$ cat src/rtl/core/rstl_pkg.sv
// Types and constants of the slot table lookup block.
package rstl_pkg;

  typedef enum logic [1:0] {
    KIND_APPEND  = 2'd0,
    KIND_REPLACE = 2'd1,
    KIND_DELETE  = 2'd2,
    KIND_QUERY   = 2'd3
  } kind_t;

  typedef enum logic [1:0] {
    ST_OK      = 2'd0,
    ST_RANGE   = 2'd1,
    ST_NOMATCH = 2'd2,
    ST_ZERO    = 2'd3
  } status_t;

  typedef enum logic [3:0] {
    S_IDLE,
    S_WRITE,
    S_DEL_CHK,
    S_DEL_RD,
    S_DEL_WR,
    S_Q_RD,
    S_Q_EVAL,
    S_Q_MUL,
    S_Q_ACC,
    S_MOD,
    S_FMUL,
    S_FADD,
    S_DONE
  } state_t;

  typedef struct packed {
    logic [7:0]  ctrl;
    logic [15:0] slot;
    logic [23:0] group;
  } entry_t;

  // Datapath to controller.
  typedef struct packed {
    logic wr_ok;
    logic idx_ok;
    logic del_more;
    logic walk_more;
    logic found;
    logic n_zero;
    logic mod_last;
    logic out_free;
  } dp_stat_t;

  // Controller to datapath.
  typedef struct packed {
    logic    idle;
    logic    load;
    logic    wr_entry;
    logic    del_rd;
    logic    del_wr;
    logic    del_fin;
    logic    q_rd;
    logic    q_eval;
    logic    q_mul;
    logic    q_acc;
    logic    mod_step;
    logic    fmul;
    logic    fadd;
    logic    st_we;
    status_t st;
    logic    out_load;
  } ctl_cmd_t;

  localparam int unsigned ID_MSB = 12;
  localparam logic [17:0] DUR_STEP = 18'd120;
  localparam logic [17:0] DUR_BASE = 18'd500;
  localparam logic [24:0] START_MAX = 25'h1FF_FFFF;

endpackage

$ cat src/rtl/core/rstl_ctrl.sv
// Controller state machine of the slot table lookup block.
module rstl_ctrl (
  input  logic              clk,
  input  logic              rst_n,
  input  logic              in_valid,
  input  rstl_pkg::kind_t   in_kind,
  input  rstl_pkg::dp_stat_t stat,
  output rstl_pkg::ctl_cmd_t cmd
);
  import rstl_pkg::*;

  state_t state_r, state_nxt;

  // State register.
  always_ff @(posedge clk) begin
    if (!rst_n) begin
      state_r <= S_IDLE;
    end else begin
      state_r <= state_nxt;
    end
  end

  // Next state.
  always_comb begin
    state_nxt = state_r;
    unique case (state_r)
      S_IDLE: begin
        if (in_valid) begin
          unique case (in_kind)
            KIND_APPEND, KIND_REPLACE: state_nxt = S_WRITE;
            KIND_DELETE:               state_nxt = S_DEL_CHK;
            KIND_QUERY:                state_nxt = S_Q_RD;
            default:                   state_nxt = S_IDLE;
          endcase
        end
      end
      S_WRITE:   state_nxt = S_DONE;
      S_DEL_CHK: state_nxt = stat.idx_ok ? S_DEL_RD : S_DONE;
      S_DEL_RD:  state_nxt = stat.del_more ? S_DEL_WR : S_DONE;
      S_DEL_WR:  state_nxt = S_DEL_RD;
      S_Q_RD: begin
        priority if (stat.walk_more) state_nxt = S_Q_EVAL;
        else if (!stat.found || stat.n_zero) state_nxt = S_DONE;
        else state_nxt = S_MOD;
      end
      S_Q_EVAL:  state_nxt = S_Q_MUL;
      S_Q_MUL:   state_nxt = S_Q_ACC;
      S_Q_ACC:   state_nxt = S_Q_RD;
      S_MOD:     state_nxt = stat.mod_last ? S_FMUL : S_MOD;
      S_FMUL:    state_nxt = S_FADD;
      S_FADD:    state_nxt = S_DONE;
      S_DONE:    state_nxt = stat.out_free ? S_IDLE : S_DONE;
      default:   state_nxt = S_IDLE;
    endcase
  end

  // Commands to the datapath.
  always_comb begin
    cmd = '0;
    cmd.st = ST_OK;
    unique case (state_r)
      S_IDLE: begin
        cmd.idle = 1'b1;
        cmd.load = in_valid;
      end
      S_WRITE: begin
        cmd.st_we = 1'b1;
        cmd.wr_entry = stat.wr_ok;
        cmd.st = stat.wr_ok ? ST_OK : ST_RANGE;
      end
      S_DEL_CHK: begin
        cmd.st_we = 1'b1;
        cmd.st = stat.idx_ok ? ST_OK : ST_RANGE;
      end
      S_DEL_RD: begin
        cmd.del_rd = stat.del_more;
        cmd.del_fin = !stat.del_more;
      end
      S_DEL_WR: cmd.del_wr = 1'b1;
      S_Q_RD: begin
        cmd.q_rd = 1'b1;
        cmd.st_we = !stat.walk_more;
        priority if (!stat.found) cmd.st = ST_NOMATCH;
        else if (stat.n_zero) cmd.st = ST_ZERO;
        else cmd.st = ST_OK;
      end
      S_Q_EVAL:  cmd.q_eval = 1'b1;
      S_Q_MUL:   cmd.q_mul = 1'b1;
      S_Q_ACC:   cmd.q_acc = 1'b1;
      S_MOD:     cmd.mod_step = 1'b1;
      S_FMUL:    cmd.fmul = 1'b1;
      S_FADD:    cmd.fadd = 1'b1;
      S_DONE:    cmd.out_load = stat.out_free;
      default:   cmd = '0;
    endcase
  end

endmodule

$ cat src/rtl/core/rstl_dp.sv
// Datapath of the slot table lookup block: entry memory, walk and result registers.
module rstl_dp #(
  parameter int unsigned MAX_ENTRIES = 16
) (
  input  logic               clk,
  input  logic               rst_n,
  input  rstl_pkg::ctl_cmd_t cmd,
  output rstl_pkg::dp_stat_t stat,
  input  logic [1:0]         in_kind,
  input  logic [3:0]         in_entry_index,
  input  logic [7:0]         in_control_byte,
  input  logic [15:0]        in_slot_word,
  input  logic [23:0]        in_group_word,
  input  logic [12:0]        in_station_id,
  input  logic [3:0]         in_match_number,
  output logic               out_valid,
  input  logic               out_stall,
  output logic [1:0]         out_status,
  output logic [4:0]         out_entry_count,
  output logic [4:0]         out_match_count,
  output logic [3:0]         out_match_position,
  output logic [24:0]        out_slot_start_us,
  output logic [17:0]        out_slot_length_us,
  output logic [5:0]         out_slot_number,
  output logic [1:0]         out_access_type,
  output logic               out_format_bit,
  output logic               out_cross_bit,
  output logic [1:0]         out_page_number
);
  import rstl_pkg::*;

  localparam int unsigned AW = (MAX_ENTRIES > 1) ? $clog2(MAX_ENTRIES) : 1;
  localparam int unsigned CW = $clog2(MAX_ENTRIES + 1);

  // Latched item.
  kind_t       kind_r;
  logic [3:0]  idx_r;
  entry_t      new_r;
  logic [12:0] id_r;
  logic [3:0]  want_r;

  logic [CW-1:0] held_r;
  logic [CW-1:0] ptr_r;
  logic [CW:0]   ptr_inc;

  entry_t mem [MAX_ENTRIES];
  entry_t rd_data_r;
  logic          mem_we;
  logic [AW-1:0] mem_wa;
  entry_t        mem_wd;
  logic          mem_re;
  logic [AW-1:0] mem_ra;

  // Walk state.
  logic [CW-1:0] cnt_r;
  logic          found_r;
  logic [AW-1:0] pos_r;
  logic [24:0]   acc_r;
  logic [24:0]   before_r;
  logic [17:0]   dur_r;
  logic [5:0]    n_r;
  logic [23:0]   prod_r;
  logic [17:0]   sel_dur_r;
  logic [5:0]    sel_n_r;
  logic [1:0]    sel_acc_r;
  logic          sel_fmt_r;
  logic          sel_cross_r;
  logic [1:0]    sel_page_r;
  logic [6:0]    rem_r;
  logic [3:0]    bit_r;
  logic [24:0]   start_r;
  status_t       st_r;

  // Decode of the entry just read.
  logic        e_fmt;
  logic [10:0] e_cnt;
  logic [5:0]  e_n;
  logic [17:0] e_dur;
  logic        e_match;
  logic        e_take;
  logic [25:0] acc_sum;
  logic [25:0] start_sum;
  logic [6:0]  rem_sh;
  logic [7:0]  idx_ext;
  logic [7:0]  held_ext;

  // Result register.
  logic        out_valid_r;
  logic [1:0]  o_status_r;
  logic [4:0]  o_entry_count_r;
  logic [4:0]  o_match_count_r;
  logic [3:0]  o_pos_r;
  logic [24:0] o_start_r;
  logic [17:0] o_len_r;
  logic [5:0]  o_num_r;
  logic [1:0]  o_acc_r;
  logic        o_fmt_r;
  logic        o_cross_r;
  logic [1:0]  o_page_r;
  logic        o_sel;
  logic        o_full;

  assign ptr_inc  = {1'b0, ptr_r} + (CW+1)'(1);
  assign idx_ext  = 8'(idx_r);
  assign held_ext = 8'(held_r);

  // Status toward the controller.
  always_comb begin
    stat.idx_ok    = idx_ext < held_ext;
    stat.wr_ok     = (kind_r == KIND_APPEND) ? (held_ext < 8'(MAX_ENTRIES)) : stat.idx_ok;
    stat.del_more  = ptr_inc < {1'b0, held_r};
    stat.walk_more = ptr_r < held_r;
    stat.found     = found_r;
    stat.n_zero    = sel_n_r == 6'd0;
    stat.mod_last  = bit_r == 4'd0;
    stat.out_free  = !out_valid_r || !out_stall;
  end

  // Entry field decode.
  always_comb begin
    e_fmt   = rd_data_r.slot[15];
    e_cnt   = e_fmt ? rd_data_r.slot[13:3] : {3'd0, rd_data_r.slot[13:6]};
    e_n     = e_fmt ? {3'd0, rd_data_r.slot[2:0]} : rd_data_r.slot[5:0];
    e_dur   = 18'(18'(e_cnt) * DUR_STEP + DUR_BASE);
    e_match = (id_r >= {3'd0, rd_data_r.group[11:2]}) &&
              (id_r <= {3'd0, rd_data_r.group[22:13]});
    e_take  = e_match && !found_r && (8'(cnt_r) == 8'(want_r));
  end

  // Saturating sums and one remainder step.
  assign acc_sum   = 26'(acc_r) + 26'(prod_r);
  assign start_sum = 26'(before_r) + 26'(prod_r);
  always_comb begin
    rem_sh = {rem_r[5:0], id_r[bit_r]};
    if (rem_sh >= {1'b0, sel_n_r}) begin
      rem_sh = rem_sh - {1'b0, sel_n_r};
    end
  end

  // Memory port selection.
  always_comb begin
    mem_we = 1'b0;
    mem_wa = ptr_r[AW-1:0];
    mem_wd = rd_data_r;
    mem_re = cmd.del_rd || (cmd.q_rd && stat.walk_more);
    mem_ra = cmd.del_rd ? ptr_inc[AW-1:0] : ptr_r[AW-1:0];
    if (cmd.wr_entry) begin
      mem_we = 1'b1;
      mem_wd = new_r;
      mem_wa = (kind_r == KIND_APPEND) ? held_r[AW-1:0] : AW'(idx_r);
    end else if (cmd.del_wr) begin
      mem_we = 1'b1;
    end
  end

  // Entry memory.
  always_ff @(posedge clk) begin
    if (mem_we) begin
      mem[mem_wa] <= mem_wd;
    end
    if (mem_re) begin
      rd_data_r <= mem[mem_ra];
    end
  end

  // Entry count register.
  always_ff @(posedge clk) begin
    if (!rst_n) begin
      held_r <= '0;
    end else if (cmd.wr_entry && (kind_r == KIND_APPEND)) begin
      held_r <= held_r + CW'(1);
    end else if (cmd.del_fin) begin
      held_r <= held_r - CW'(1);
    end
  end

  // Item latch, walk and arithmetic registers.
  always_ff @(posedge clk) begin
    if (cmd.load) begin
      kind_r  <= kind_t'(in_kind);
      idx_r   <= in_entry_index;
      new_r   <= '{ctrl: in_control_byte, slot: in_slot_word, group: in_group_word};
      id_r    <= in_station_id;
      want_r  <= in_match_number;
      ptr_r   <= (kind_t'(in_kind) == KIND_DELETE) ? CW'(in_entry_index) : '0;
      cnt_r   <= '0;
      found_r <= 1'b0;
      acc_r   <= '0;
      sel_n_r <= '0;
    end
    if (cmd.del_wr || cmd.q_acc) begin
      ptr_r <= ptr_inc[CW-1:0];
    end
    if (cmd.q_eval) begin
      dur_r <= e_dur;
      n_r   <= e_n;
      if (e_match) begin
        cnt_r <= cnt_r + CW'(1);
      end
      if (e_take) begin
        found_r     <= 1'b1;
        pos_r       <= ptr_r[AW-1:0];
        before_r    <= acc_r;
        sel_dur_r   <= e_dur;
        sel_n_r     <= e_n;
        sel_acc_r   <= rd_data_r.ctrl[1:0];
        sel_fmt_r   <= e_fmt;
        sel_cross_r <= rd_data_r.slot[14];
        sel_page_r  <= rd_data_r.group[1:0];
      end
    end
    if (cmd.q_mul) begin
      prod_r <= {6'd0, dur_r} * {18'd0, n_r};
    end
    if (cmd.q_acc && !found_r) begin
      acc_r <= acc_sum[25] ? START_MAX : acc_sum[24:0];
    end
    if (cmd.q_rd && !stat.walk_more) begin
      rem_r <= '0;
      bit_r <= 4'(ID_MSB);
    end
    if (cmd.mod_step) begin
      rem_r <= rem_sh;
      bit_r <= bit_r - 4'd1;
    end
    if (cmd.fmul) begin
      prod_r <= {6'd0, sel_dur_r} * {18'd0, rem_r[5:0]};
    end
    if (cmd.fadd) begin
      start_r <= start_sum[25] ? START_MAX : start_sum[24:0];
    end
    if (cmd.st_we) begin
      st_r <= cmd.st;
    end
  end

  // Result register: holds until the receiver takes it.
  assign o_sel  = (kind_r == KIND_QUERY) && (st_r != ST_NOMATCH);
  assign o_full = (kind_r == KIND_QUERY) && (st_r == ST_OK);

  always_ff @(posedge clk) begin
    if (!rst_n) begin
      out_valid_r <= 1'b0;
    end else if (cmd.out_load) begin
      out_valid_r <= 1'b1;
    end else if (!out_stall) begin
      out_valid_r <= 1'b0;
    end
  end

  always_ff @(posedge clk) begin
    if (cmd.out_load) begin
      o_status_r      <= st_r;
      o_entry_count_r <= 5'(held_r);
      o_match_count_r <= (kind_r == KIND_QUERY) ? 5'(cnt_r) : 5'd0;
      o_pos_r         <= o_sel ? 4'(pos_r) : 4'd0;
      o_len_r         <= o_sel ? sel_dur_r : 18'd0;
      o_acc_r         <= o_sel ? sel_acc_r : 2'd0;
      o_fmt_r         <= o_sel && sel_fmt_r;
      o_cross_r       <= o_sel && sel_cross_r;
      o_page_r        <= o_sel ? sel_page_r : 2'd0;
      o_start_r       <= o_full ? start_r : 25'd0;
      o_num_r         <= o_full ? rem_r[5:0] : 6'd0;
    end
  end

  assign out_valid          = out_valid_r;
  assign out_status         = o_status_r;
  assign out_entry_count    = o_entry_count_r;
  assign out_match_count    = o_match_count_r;
  assign out_match_position = o_pos_r;
  assign out_slot_start_us  = o_start_r;
  assign out_slot_length_us = o_len_r;
  assign out_slot_number    = o_num_r;
  assign out_access_type    = o_acc_r;
  assign out_format_bit     = o_fmt_r;
  assign out_cross_bit      = o_cross_r;
  assign out_page_number    = o_page_r;

endmodule

$ cat src/rtl/core/raw_slot_table_lookup_top.sv
// Top level of the slot table lookup block.
//
// The input channel carries one item: append, replace or delete of a table
// entry, or a query of a station id. Every item gives exactly one result on
// the output channel, with a status and the entry count after the item.
// The block works on one item at a time; in_stall is high from the cycle
// after an item is taken until its result has entered the output register.
// Append and replace write the entry in a single write state. A delete checks
// the index, then moves each later entry down with a read step and a write
// step. A query walks every held entry through read, decode, multiply and
// accumulate steps, then runs the modulo (one id bit per cycle) and the final
// multiply, add and hand-off.
// The output register frees the datapath: the next item is taken while a
// result still waits behind out_stall, and its own result waits in the
// controller until the register is free. A stalled result holds steady.
// Reset empties the table and drops out_valid; entry contents are not
// cleared, since no entry beyond the count is ever read.
module raw_slot_table_lookup_top #(
  parameter int unsigned MAX_ENTRIES = 16
) (
  input  logic        clk,
  input  logic        rst_n,
  input  logic        in_valid,
  output logic        in_stall,
  input  logic [1:0]  in_kind,
  input  logic [3:0]  in_entry_index,
  input  logic [7:0]  in_control_byte,
  input  logic [15:0] in_slot_word,
  input  logic [23:0] in_group_word,
  input  logic [12:0] in_station_id,
  input  logic [3:0]  in_match_number,
  output logic        out_valid,
  input  logic        out_stall,
  output logic [1:0]  out_status,
  output logic [4:0]  out_entry_count,
  output logic [4:0]  out_match_count,
  output logic [3:0]  out_match_position,
  output logic [24:0] out_slot_start_us,
  output logic [17:0] out_slot_length_us,
  output logic [5:0]  out_slot_number,
  output logic [1:0]  out_access_type,
  output logic        out_format_bit,
  output logic        out_cross_bit,
  output logic [1:0]  out_page_number
);
  import rstl_pkg::*;

  ctl_cmd_t cmd;
  dp_stat_t stat;

  // Sequencer.
  rstl_ctrl u_ctrl (
    .clk      (clk),
    .rst_n    (rst_n),
    .in_valid (in_valid),
    .in_kind  (kind_t'(in_kind)),
    .stat     (stat),
    .cmd      (cmd)
  );

  // Table and arithmetic.
  rstl_dp #(
    .MAX_ENTRIES (MAX_ENTRIES)
  ) u_dp (
    .clk                (clk),
    .rst_n              (rst_n),
    .cmd                (cmd),
    .stat               (stat),
    .in_kind            (in_kind),
    .in_entry_index     (in_entry_index),
    .in_control_byte    (in_control_byte),
    .in_slot_word       (in_slot_word),
    .in_group_word      (in_group_word),
    .in_station_id      (in_station_id),
    .in_match_number    (in_match_number),
    .out_valid          (out_valid),
    .out_stall          (out_stall),
    .out_status         (out_status),
    .out_entry_count    (out_entry_count),
    .out_match_count    (out_match_count),
    .out_match_position (out_match_position),
    .out_slot_start_us  (out_slot_start_us),
    .out_slot_length_us (out_slot_length_us),
    .out_slot_number    (out_slot_number),
    .out_access_type    (out_access_type),
    .out_format_bit     (out_format_bit),
    .out_cross_bit      (out_cross_bit),
    .out_page_number    (out_page_number)
  );

  // Items are taken only while the sequencer is idle.
  assign in_stall = !cmd.idle;

endmodule

$ cat config.mk
export PLATFORM = sky130hd
export DESIGN_NAME = raw_slot_table_lookup_top
export DESIGN_NICKNAME = d
export VERILOG_FILES = /design/src/rtl/core/rstl_pkg.sv /design/src/rtl/core/rstl_ctrl.sv /design/src/rtl/core/rstl_dp.sv /design/src/rtl/core/raw_slot_table_lookup_top.sv
export SDC_FILE = /design/constraint.sdc
export NUM_CORES = 2
export LEC_CHECK = 0
export ABC_AREA = 1
export BUFFER_PORTS_ARGS = -buffer_cell sky130_fd_sc_hd__buf_2
export CAP_MARGIN = 20
export CELL_PAD_IN_SITES_DETAIL_PLACEMENT = 0
export CELL_PAD_IN_SITES_GLOBAL_PLACEMENT = 1
export CORE_MARGIN = 1
export CORE_UTILIZATION = 50
export CTS_CLUSTER_DIAMETER = 80
export DETAILED_ROUTE_END_ITERATION = 10
export HOLD_SLACK_MARGIN = 0.15
export PLACE_DENSITY = 0.87
export SLEW_MARGIN = 10
export SYNTH_ARGS = -nofsm -noshare
export SYNTH_HDL_FRONTEND = slang
export SYNTH_SLANG_ARGS = --single-unit
$ cat constraint.sdc
create_clock -name clk -period 7.3 [get_ports clk]
set_input_delay 1.095 -clock clk [delete_from_list [all_inputs] [get_ports clk]]
set_output_delay 1.095 -clock clk [all_outputs]
set_load 0.01 [all_outputs]
==> flow_results.xml <==
<?xml version="1.0" encoding="UTF-8"?>
<metrics>
  <group name="outcome">
    <metric name="result_of_the_run" unit="">finished, final reports clean</metric>
  </group>
  <group name="layout">
    <metric name="drive_above_1_share" unit="%">7.67</metric>
    <metric name="fillCellCount" unit="">8744</metric>
    <metric name="final_area" unit="um2">58200</metric>
    <metric name="area_delta_synth_final" unit="%">11.1</metric>
    <metric name="fin_nets" unit="">5846</metric>
    <metric name="multi_input_logic_area" unit="um2">17700</metric>
    <metric name="layout.area.seq" unit="um2">29600</metric>
  </group>
  <group name="floorplanning">
    <metric name="initial_utilization" unit="%">50.5</metric>
    <metric name="top_level_ports" unit="">148</metric>
    <metric name="die_y" unit="um">326</metric>
    <metric name="placement_rows" unit="">118</metric>
    <metric name="die-area" unit="um2">106000</metric>
    <metric name="dieWidth" unit="um">326</metric>
    <metric name="core_area" unit="um2">104000</metric>
  </group>
  <group name="power_and_ir_drop">
    <metric name="sw_frac_of_total" unit="%">38.4</metric>
    <metric name="share_clk_of_total_power" unit="%">25.7</metric>
    <metric name="power_report.internal_total" unit="mW">12.7</metric>
    <metric name="power.static_leakage" unit="nW">26.1</metric>
    <metric name="max-vdd-ir-drop" unit="V">0.000365</metric>
    <metric name="total_net_switching_power" unit="mW">7.90</metric>
    <metric name="pwr-share-seq" unit="%">37.2</metric>
    <metric name="power_per_cell_area" unit="nW/um2">354</metric>
    <metric name="power_frac_comb" unit="%">37.1</metric>
  </group>
  <group name="clock_tree">
    <metric name="cts_tree" unit="">done</metric>
    <metric name="post_cts.resized_instances" unit="">0</metric>
    <metric name="clk_pin_slew" unit="ns">0.06</metric>
    <metric name="post-cts-setup-buffers" unit="">0</metric>
    <metric name="tritoncts_num_sinks" unit="">994</metric>
    <metric name="holdBufCountCts" unit="">0</metric>
    <metric name="clock_latency" unit="ns">0.70</metric>
    <metric name="htree_levels" unit="">3</metric>
    <metric name="max-clock-path-buffers" unit="">3</metric>
    <metric name="cts_inserted_buffers" unit="">101</metric>
    <metric name="ctsRootBufferMaster" unit="">sky130_fd_sc_hd__clkbuf_16</metric>
  </group>
  <group name="critical_path">
    <metric name="worstReg2RegStart" unit="">u_dp.e_fmt</metric>
    <metric name="worst_ep_required_time" unit="ns">7.68</metric>
    <metric name="ff2ff_setup_slack" unit="ns">2.15</metric>
    <metric name="critical_path.reg2reg.endpoint" unit="">u_dp.sel_dur_r[17]</metric>
    <metric name="timing.reg2reg.worst_path_depth" unit="">17</metric>
    <metric name="timing.critical_path.fanout_max" unit="">22</metric>
    <metric name="critPathLaunchType" unit="">flop</metric>
    <metric name="worst_setup_path_end_kind" unit="">flop</metric>
    <metric name="timing.setup.critical_path_class" unit="">reg2reg</metric>
    <metric name="timing.critical_path.arrival" unit="ns">5.53</metric>
  </group>
  <group name="place">
    <metric name="placement.cell_area" unit="um2">54800</metric>
    <metric name="rd_place_congestion" unit="">0.911</metric>
    <metric name="input_output_buffers" unit="">137</metric>
    <metric name="hpwlAfterDp" unit="mm">83.6</metric>
  </group>
  <group name="detailed_routing">
    <metric name="vias" unit="">37115</metric>
    <metric name="final_wirelength" unit="mm">136</metric>
    <metric name="drc" unit="">0</metric>
    <metric name="via_per_instance_ratio" unit="">5.35</metric>
    <metric name="drt.antenna.violating_nets" unit="">0</metric>
    <metric name="drt_first_iter_violations" unit="">3602</metric>
    <metric name="routedWlPerCell" unit="um">19.6</metric>
    <metric name="detailedRoute.firstPassIterationCount" unit="">8</metric>
  </group>
  <group name="logic_synthesis">
    <metric name="synth_edf_count" unit="">972</metric>
    <metric name="synthesis.yosys.warnings" unit="">0</metric>
    <metric name="post_synth_instance_area" unit="um2">52400</metric>
    <metric name="postSynth.topFlopCell" unit="">sky130_fd_sc_hd__edfxtp_1</metric>
    <metric name="postSynthAreaPerCell" unit="um2">9.81</metric>
    <metric name="yosys.cell_types.count" unit="">52</metric>
    <metric name="post_synthesis_sequential_element_count" unit="">994</metric>
    <metric name="synthCells" unit="">5342</metric>
    <metric name="synthArstFlopShare" unit="%">0</metric>
    <metric name="synth_sequential_area_ratio" unit="%">56.6</metric>
  </group>
  <group name="grt">
    <metric name="grtUsageTotal" unit="%">25.5</metric>
    <metric name="grt_start_max_net_pins" unit="">161</metric>
    <metric name="grt_pass1_wl" unit="mm">208</metric>
    <metric name="grt_antenna_before_repair" unit="">4</metric>
    <metric name="grt_overflow_total" unit="">0</metric>
    <metric name="grt_pass1_vias" unit="">36204</metric>
  </group>
  <group name="sta">
    <metric name="worst_relative_slew_slack" unit="%">22.5</metric>
    <metric name="slew_viol_final" unit="">0</metric>
    <metric name="skew" unit="ns">0.0699</metric>
    <metric name="max_slew.worst_pin.slew" unit="ns">1.16</metric>
    <metric name="final-setup-viol-count" unit="">0</metric>
    <metric name="finalHoldViolations" unit="">0</metric>
    <metric name="timing.final.crit_period" unit="ns">5.15</metric>
    <metric name="maxClockFrequency" unit="GHz">0.194</metric>
    <metric name="post-route-period-util" unit="%">70.6</metric>
    <metric name="final.setup.tns" unit="ns">0</metric>
    <metric name="rsz_0062_raised_after_global_routing" unit="">no</metric>
  </group>
  <group name="job">
    <metric name="cap_violations" unit="">0</metric>
  </group>
  <group name="worst_hold_path">
    <metric name="min_path_type" unit="">reg2reg</metric>
    <metric name="hold_path.startpoint" unit="">u_dp.acc_r[0]</metric>
    <metric name="hold_path_end" unit="">u_dp.before_r[0]</metric>
    <metric name="min_delay_path_depth" unit="">0</metric>
  </group>
</metrics>
[layer usage]
| metal | up-vias | track usage, % | routed length [um] |
|---|---|---|---|
| li1 | 17668 | - | - |
| met1 | 17682 | 33.2 | 54800 |
| met2 | 1494 | 43.5 | 66000 |
| met3 | 269 | 3.37 | 10500 |
| met4 | 2 | 9.76 | 4900 |
| met5 | - | 0 | 7 |
[power groups by stage]
stage / registers [mW] / clock network [mW] / logic, mW
finish: 7.66 / 5.28 / 7.64
global route: 7.70 / 5.56 / 8.49
CTS: 7.66 / 5.35 / 7.60
detailed placement: 7.78 / 0 / 7.55
global placement: 7.76 / 0 / 7.41
floorplan: 7.70 / 0 / 5.34
[cell usage in the layout (no fill, tap or decap), drive strengths merged, types with 22 or more instances in the layout]
| cell | count |
|---|---|
| xnor2 | 24 |
| clkbuf | 122 |
| inv | 1146 |
| dfxtp | 22 |
| nand3 | 741 |
| nand4 | 40 |
| edfxtp | 972 |
| buf | 225 |
| clkinv | 44 |
| nand3b | 126 |
| fa | 137 |
| ha | 165 |
| xor2 | 40 |
| nor2 | 217 |
| o21ai | 167 |
| nand2 | 1093 |
| a21oi | 152 |
[worst max-delay path, stage by stage (launching register included)]
cell	delay, ns
sky130_fd_sc_hd__edfxtp_1	0.74
sky130_fd_sc_hd__o21ai_0	0.73
sky130_fd_sc_hd__inv_1	0.17
sky130_fd_sc_hd__fa_1	0.52
sky130_fd_sc_hd__fa_1	0.59
sky130_fd_sc_hd__inv_1	0.07
sky130_fd_sc_hd__fa_1	0.45
sky130_fd_sc_hd__inv_1	0.09
sky130_fd_sc_hd__nand3_1	0.06
sky130_fd_sc_hd__nand2_1	0.15
sky130_fd_sc_hd__xor2_1	0.22
sky130_fd_sc_hd__nand2_1	0.11
sky130_fd_sc_hd__nor2_1	0.25
sky130_fd_sc_hd__nand2_1	0.11
sky130_fd_sc_hd__nor2_1	0.32
sky130_fd_sc_hd__nand2_1	0.10
sky130_fd_sc_hd__nand2_1	0.07
sky130_fd_sc_hd__nand2_1	0.06
[per-stage QoR]
step | power [mW] | std cells | setup WS (ns) | util, % | hold slack (ns)
after floorplan | 13.0 | 5343 | 1.86 | - | 0.421
after global placement | 15.2 | 6741 | 2.28 | 52.8 | 0.434
after detailed placement | 15.3 | 6743 | 2.19 | 52.8 | 0.436
after CTS | 20.6 | 6932 | 2.11 | 56.1 | 0.453
after global routing | 21.8 | 6935 | 1.66 | 56.2 | 0.459
final | 20.6 | 6937 | 2.15 | 56.2 | 0.451
[state kept, by name, summed over array words and instances, names as in the netlist, 6 cells and up]
register	flops
u_dp.acc_r	25
u_dp.before_r	25
u_dp.dur_r	15
u_dp.id_r	13
u_dp.mem	640
u_dp.n_r	6
u_dp.new_r	40
u_dp.out_slot_length_us	16
u_dp.out_slot_number	6
u_dp.out_slot_start_us	25
u_dp.prod_r	22
u_dp.rd_data_r	39
u_dp.rem_r	6
u_dp.sel_dur_r	15
u_dp.sel_n_r	6
u_dp.start_r	25
[synthesized netlist by cell type, drive strengths merged, types with 3 or more instances]
| library cell | n | area (um2) |
|---|---|---|
| a31oi | 11 | 68.8 |
| nor2 | 217 | 820 |
| a21oi | 152 | 761 |
| ha | 165 | 2060 |
| nor3 | 21 | 110 |
| xnor2 | 24 | 210 |
| xor2 | 40 | 350 |
| o21ai | 167 | 847 |
| dfxtp | 22 | 440 |
| nand2 | 1093 | 4110 |
| nand4 | 40 | 250 |
| nand3 | 741 | 3720 |
| a31o | 3 | 26.3 |
| edfxtp | 972 | 29200 |
| buf | 98 | 564 |
| a211oi | 4 | 30.0 |
| o21bai | 10 | 75.1 |
| fa | 137 | 2740 |
| nor4 | 4 | 25.0 |
| o21a | 5 | 37.5 |
| nand3b | 126 | 946 |
| a21o | 8 | 60.1 |
| clkbuf | 104 | 390 |
| inv | 1141 | 4280 |
| o211ai | 5 | 37.5 |
| or2 | 10 | 62.6 |
[how the worst max path moves through the flow]
stage               startpoint                  to  slack (ns)  cells past startpoint
floorplan             in_valid       u_dp.acc_r[0]        1.86                      5
global placement    u_dp.e_fmt      u_dp.dur_r[16]        2.28                     17
detailed placement  u_dp.e_fmt      u_dp.dur_r[17]        2.19                     17
CTS                 u_dp.e_fmt  u_dp.sel_dur_r[17]        2.11                     16
global route        u_dp.e_fmt  u_dp.sel_dur_r[17]        1.66                     17
finish              u_dp.e_fmt  u_dp.sel_dur_r[17]        2.15                     17
[final cells by class]
class | instances | share of cell area, %
clock buffers | 122 | 4.51
repair buffers | 225 | 2.47
clock inverters | 67 | 1.32
well taps | 1380 | 2.97
flip-flops and latches | 994 | 50.9
diodes | 2 | 0.00860
inverters | 1142 | 7.36
multi-input cells | 3005 | 30.5
[cell families (layout without fill, tap and decap cells)]
kind of cell	after synthesis	in the layout	share of synthesized area [%]
buffers and inverters	1344	1556	10.0
flip-flops	994	994	56.6
AND/OR/NAND/NOR	2255	2255	19.2
other	1	4	0.00716
XOR/XNOR	64	64	1.07
adder cells (fa/ha/maj)	302	302	9.18
multiplexers	2	2	0.0382
AO/OA/AOI/OAI	380	380	3.94
(Power assumes the default switching activity.)
